### config.mk
export PLATFORM = sky130hd
export DESIGN_NAME = lrth_cfg_regs
export DESIGN_NICKNAME = d
export VERILOG_FILES = /design/src/design/lrth_pkg.sv /design/src/design/lrth_cfg_regs.sv
export SDC_FILE = /design/constraint.sdc
export NUM_CORES = 1
export LEC_CHECK = 0
export BUFFER_PORTS_ARGS = -buffer_cell sky130_fd_sc_hd__buf_2
export CAP_MARGIN = 20
export CORE_AREA = 2 2 256 195
export DETAILED_ROUTE_END_ITERATION = 16
export DIE_AREA = 0 0 258 197
export SLEW_MARGIN = 20
export SYNTH_ARGS = -nofsm -noshare
export SYNTH_HDL_FRONTEND = slang
export SYNTH_SLANG_ARGS = --single-unit
### constraint.sdc
create_clock -name clk_i -period 2.6 [get_ports clk_i]
set_input_delay 0.13 -clock clk_i [delete_from_list [all_inputs] [get_ports clk_i]]
set_output_delay 0.13 -clock clk_i [all_outputs]
set_load 0.01 [all_outputs]
### src/design/lrth_pkg.sv
`timescale 1ns / 1ps
// ----------------------------------------------------------------------------
// lrth_pkg
// Shared types, constants and the sigmoid table builder for the two-head
// logistic risk estimator.
// ----------------------------------------------------------------------------
package lrth_pkg;

  // feature vector geometry
  localparam int FEAT_W        = 16;
  localparam int FEAT_LANES    = 8;
  localparam int HALF_LANES    = 4;
  localparam int FEATURE_COUNT = 8;

  // heads
  localparam int NUM_HEADS = 2;
  localparam int HEAD_OBS  = 0;
  localparam int HEAD_DROP = 1;

  // arithmetic widths
  localparam int FB_W     = 17;
  localparam int PROB_W   = 16;
  localparam int ICPT_W   = 32;
  localparam int WREG_W   = 64;
  localparam int FLAGS_W  = 5;
  localparam int PROD_W   = 32;
  localparam int PSUM_W   = 34;
  localparam int LOGIT_W  = 36;

  // saturation and table indexing
  localparam int LOGIT_LIMIT = 1966080;
  localparam int MAG_W       = $clog2(LOGIT_LIMIT);
  localparam int IDX_SHIFT   = 10;
  localparam int IDX_FULL_W  = MAG_W - IDX_SHIFT;
  localparam int SIG_DEPTH   = 1024;
  localparam int SIG_ADDR_W  = $clog2(SIG_DEPTH);

  localparam logic [PROB_W-1:0] PROB_ONE = PROB_W'(32768);

  // model flag bits
  localparam int FLAG_MODEL_ON   = 0;
  localparam int FLAG_HEAD_ON    = 1;
  localparam int FLAG_HEAD_W     = 3;

  // config bus
  localparam int APB_ADDR_W = 6;
  localparam int APB_DATA_W = 64;

  // register indexes, one 8-byte slot each
  localparam int NUM_REGS = 7;

  typedef enum logic [2:0] {
    REG_FLAGS,
    REG_OBS_ICPT,
    REG_DROP_ICPT,
    REG_OBS_WLO,
    REG_OBS_WHI,
    REG_DROP_WLO,
    REG_DROP_WHI
  } cfg_reg_e;

  // exp(-1/64) in Q0.32
  localparam logic [63:0] EXP_STEP_Q32 = 64'd4228380000;

  typedef logic signed [FEAT_W-1:0] feat_t;
  typedef feat_t [FEAT_LANES-1:0] feat_vec_t;

  typedef struct packed {
    logic [FLAGS_W-1:0]                  flags;
    logic [NUM_HEADS-1:0][ICPT_W-1:0]    intercept;
    logic [NUM_HEADS-1:0][WREG_W-1:0]    w_low;
    logic [NUM_HEADS-1:0][WREG_W-1:0]    w_high;
  } cfg_t;

  typedef struct packed {
    logic                  sat_hi;
    logic                  sat_lo;
    logic                  neg;
    logic [SIG_ADDR_W-1:0] addr;
  } lut_req_t;

  typedef logic [PROB_W-1:0] sig_rom_t [SIG_DEPTH];

  // sigmoid table: entry k = round(2^47 / (2^32 + e_k)), e_k = exp(-k/64) in Q32
  function automatic sig_rom_t build_sig_rom();
    sig_rom_t    rom;
    logic [63:0] e;
    logic [63:0] den;
    logic [63:0] rem;
    logic [16:0] q;
    e = 64'h1_0000_0000;
    for (int k = 0; k < SIG_DEPTH; k++) begin
      den = 64'h1_0000_0000 + e;
      rem = (64'd1 << 47) + (den >> 1);
      q   = '0;
      // restoring long division, one quotient bit a step
      for (int b = 16; b >= 0; b--) begin
        if (rem >= (den << b)) begin
          rem  = rem - (den << b);
          q[b] = 1'b1;
        end
      end
      rom[k] = q[PROB_W-1:0];
      e = (e * EXP_STEP_Q32 + (64'd1 << 31)) >> 32;
    end
    return rom;
  endfunction

endpackage

### src/design/lrth_cfg_regs.sv
`timescale 1ns / 1ps
// ----------------------------------------------------------------------------
// lrth_cfg_regs
// APB register file holding model flags, intercepts and weight lanes.
// ----------------------------------------------------------------------------
module lrth_cfg_regs import lrth_pkg::*; (
  input  logic                  clk_i,
  input  logic                  rst_ni,
  input  logic                  psel,
  input  logic                  penable,
  input  logic                  pwrite,
  input  logic [APB_ADDR_W-1:0] paddr,
  input  logic [APB_DATA_W-1:0] pwdata,
  output logic [APB_DATA_W-1:0] prdata,
  output logic                  pready,
  output cfg_t                  cfg_o
);

  cfg_t       cfg_q;
  logic       wr_en;
  cfg_reg_e   reg_idx;

  assign pready  = 1'b1;
  assign wr_en   = psel & penable & pwrite;
  assign reg_idx = cfg_reg_e'(paddr[APB_ADDR_W-1:3]);

  // register writes
  always_ff @(posedge clk_i or negedge rst_ni) begin
    if (!rst_ni) begin
      cfg_q <= '0;
    end else if (wr_en) begin
      case (reg_idx)
        REG_FLAGS:     cfg_q.flags               <= pwdata[FLAGS_W-1:0];
        REG_OBS_ICPT:  cfg_q.intercept[HEAD_OBS]  <= pwdata[ICPT_W-1:0];
        REG_DROP_ICPT: cfg_q.intercept[HEAD_DROP] <= pwdata[ICPT_W-1:0];
        REG_OBS_WLO:   cfg_q.w_low[HEAD_OBS]      <= pwdata;
        REG_OBS_WHI:   cfg_q.w_high[HEAD_OBS]     <= pwdata;
        REG_DROP_WLO:  cfg_q.w_low[HEAD_DROP]     <= pwdata;
        REG_DROP_WHI:  cfg_q.w_high[HEAD_DROP]    <= pwdata;
        default: ;
      endcase
    end
  end

  // read mux
  always_comb begin
    case (reg_idx)
      REG_FLAGS:     prdata = APB_DATA_W'(cfg_q.flags);
      REG_OBS_ICPT:  prdata = APB_DATA_W'(cfg_q.intercept[HEAD_OBS]);
      REG_DROP_ICPT: prdata = APB_DATA_W'(cfg_q.intercept[HEAD_DROP]);
      REG_OBS_WLO:   prdata = cfg_q.w_low[HEAD_OBS];
      REG_OBS_WHI:   prdata = cfg_q.w_high[HEAD_OBS];
      REG_DROP_WLO:  prdata = cfg_q.w_low[HEAD_DROP];
      REG_DROP_WHI:  prdata = cfg_q.w_high[HEAD_DROP];
      default:       prdata = '0;
    endcase
  end

  assign cfg_o = cfg_q;

endmodule

==> results.json <==
{
  "fmax_mhz": 514,
  "avgSynthCellArea_sq_um": 14.0,
  "end_kind": "output port",
  "nets": 1655,
  "crit_path_max_fanout": 28,
  "critPathKind": "primary input to output port",
  "clock_sinks": 325,
  "arrival_ns": 1.81,
  "skew_ns": 0,
  "start_util_pct": 30.7,
  "grt.overflow.total": 0,
  "grt_setup_unrepaired": "no",
  "finalSetupViolCount": 0,
  "root_buffer": "clkbuf_16",
  "vias_per_cell": 4.96,
  "fin_crit_sh_pct": 74.8,
  "ctsResizeCount": 0,
  "p_comb_share_pct": 24.7,
  "syn_nets": 1131,
  "synth_edf_count": 0,
  "async_flop_share_pct": 100,
  "seq_power_share_pct": 43.2,
  "leakagePower_uw": 0.00973,
  "cap_violations": 0,
  "peakVddDrop_v": 0.000586,
  "ios": 465,
  "tritoncts": "done",
  "syn_inst": 1056,
  "grt_pass1_wl_um": 74300,
  "timing.rr.start": "cfg_o[300]",
  "grt_pass1_vias": 11600,
  "cts_buffers": 37,
  "synth-main-ff-cell": "dfrtp_1",
  "drive_gt1_share_pct": 57.0,
  "portBuffers": 460,
  "routedWlPerCell_um": 21.9,
  "pwr-share-clk_pct": 32.1,
  "timing.slew.headroom_pct": 55.2,
  "core_area_sq_um": 48300,
  "worst-endpoint-required_ns": 2.47,
  "vias": 11200,
  "clock_path_buffers": 3,
  "syn_area_sq_um": 14800,
  "crit_path_start": "paddr[3]",
  "hold_class": "primary input to asynchronous set/reset pin",
  "yosysWarnings": 0,
  "drc": 0,
  "dp_hpwl_um": 33700,
  "firstDrtPassIters": 5,
  "cp_slowest_stage_delay_ns": 0.40,
  "crit_chain": "buf_6 -> buf_4 -> nor2b_2 -> buf_4 -> a221oi_1 -> a31oi_1 -> buf_2",
  "intPower_uw": 11000,
  "tightest_slew_ns": 0.673,
  "seq_area_frac_synth_pct": 54.9,
  "start_kind": "primary input",
  "synthDistinctLibCells": 37,
  "insertion_delay_ns": 0.54,
  "powerDensity_nw_per_um2": 802,
  "finalHoldViolCount": 0,
  "min_period_ns": 1.94,
  "grt_max_degree": 78,
  "largest_reg_flops": 325,
  "wirelength_um": 49500,
  "cts.clk_slew.worst_paths_ns": 0.06,
  "slew_violations": 0,
  "rows": 70,
  "fin_tns_setup_ns": 0,
  "whs_ns": 0.172,
  "ys_ff_latch": 325,
  "swShare_pct": 30.8,
  "area_growth_pct": 33.6,
  "drt_iter0_markers": 591,
  "ant_nets": 0,
  "outcome": "complete, no violations",
  "place.gp.congestion": 0.831,
  "antenna_found_initial": 2,
  "grtUsageTotal_pct": 19.0,
  "slowest_stage": "buf_4",
  "path_common_cell": "buf_4",
  "htree_levels": 2,
  "die_x_um": 258,
  "die_y_um": 197,
  "switchingPower_uw": 4890,
  "die_area_sq_um": 50800
}
## placed cells by master (no fill, tap or decap), types with 11 or more instances in the layout
cell type / n
clkbuf_16: 39
a221oi_1: 22
buf_2: 457
nand2b_1: 33
a22oi_1: 11
buf_4: 28
clkbuf_1: 13
mux2_1: 24
nand2_1: 59
dfrtp_1: 325
mux2_2: 346
dlygate4sd3_1: 65
a31oi_1: 12
mux2i_1: 51
buf_12: 11
a21oi_1: 12
o221ai_1: 36
## synthesized netlist by cell type, types with 6 or more instances
cell type | n | share of area, %
mux2_2 | 346 | 26
dfrtp_1 | 325 | 55
nand2_1 | 59 | 1.5
mux2i_1 | 51 | 3.4
o221ai_1 | 36 | 2.1
nand2b_1 | 34 | 1.4
buf_2 | 29 | 0.98
buf_4 | 26 | 1.3
mux2_1 | 24 | 1.8
a221oi_1 | 22 | 1.3
clkbuf_1 | 20 | 0.51
a21oi_1 | 12 | 0.41
a31oi_1 | 12 | 0.51
a22oi_1 | 11 | 0.56
o211ai_1 | 6 | 0.30
## critical path: cells and delay by family
| family | cells | cell delay (ns) |
|---|---|---|
| buffers and inverters | 4 | 1.09 |
| AO/OA/AOI/OAI | 2 | 0.35 |
| AND/OR/NAND/NOR | 1 | 0.21 |
## power by group through the flow
stage	logic, uW	registers [uW]	clock network (uW)
after floorplan	1540	7240	0
after global placement	3830	6870	0
after detailed placement	3870	6920	0
after CTS	3970	6840	5240
after global routing	4220	6990	5440
final	3920	6850	5080
## timing repair
item                                    in CTS  in global routing
endpoints found under the hold margin      390                  0
hold buffers                                65                  0
buffers inserted                             0                  0
endpoints found under the setup margin       0                  0
## worst paths after layout
check / to / slack, ns / cells after the start
hold / removal: cfg_o[57] / 0.17 / 2
setup / recovery: prdata[13] / 0.66 / 7
setup reg to reg: cfg_o[300] / 1.77 / 1
max in group asynchronous: cfg_o[228] / 1.54 / 3
hold reg to reg: cfg_o[131] / 0.51 / 1
min in group clk_i: cfg_o[289] / 0.19 / 4
## per-stage QoR
step | utilization [%] | area [sq um] | instances | power, uW | setup slack, ns
global route | 41.0 | 19800 | 2257 | 16700 | 0.547
global placement | 37.2 | 18000 | 2124 | 10700 | 0.644
detailed placement | 37.2 | 18000 | 2124 | 10800 | 0.592
finish | 41.0 | 19800 | 2258 | 15900 | 0.656
CTS | 41.0 | 19800 | 2256 | 16000 | 0.612
floorplan | - | 14800 | 1056 | 8780 | 1.15
## cells by family after synthesis
| group | Yosys count | share of synthesized area, % |
|---|---|---|
| multiplexers | 426 | 32.1 |
| flip-flops | 325 | 54.9 |
| AND/OR/NAND/NOR | 114 | 4.19 |
| AO/OA/AOI/OAI | 111 | 5.88 |
| buffers and inverters | 79 | 2.91 |
| other | 1 | 0.0253 |
## metal layers
| metal | vias to the layer above | share of wire (%) | track usage, % | routed length [um] |
|---|---|---|---|---|
| met1 | 5754 | 45 | 25.5 | 22100 |
| li1 | 4964 | - | - | - |
| met5 | - | 0 | 0 | 0 |
| met4 | 0 | 2.5 | 6.36 | 1240 |
| met3 | 82 | 6.6 | 4.84 | 3270 |
| met2 | 400 | 46 | 30.1 | 22900 |
## cell type report
cell class              instances  area (sq um)
clock inverters                11          92.6
repair buffers                563          3390
fillers                      4564         28500
diodes                          2          5.00
multi-input cells             652          6270
flip-flops and latches        325          8130
inverters                       1          3.75
well taps                     648           811
clock buffers                  56          1080
Note: power is estimated with default switching activity, not from simulation.
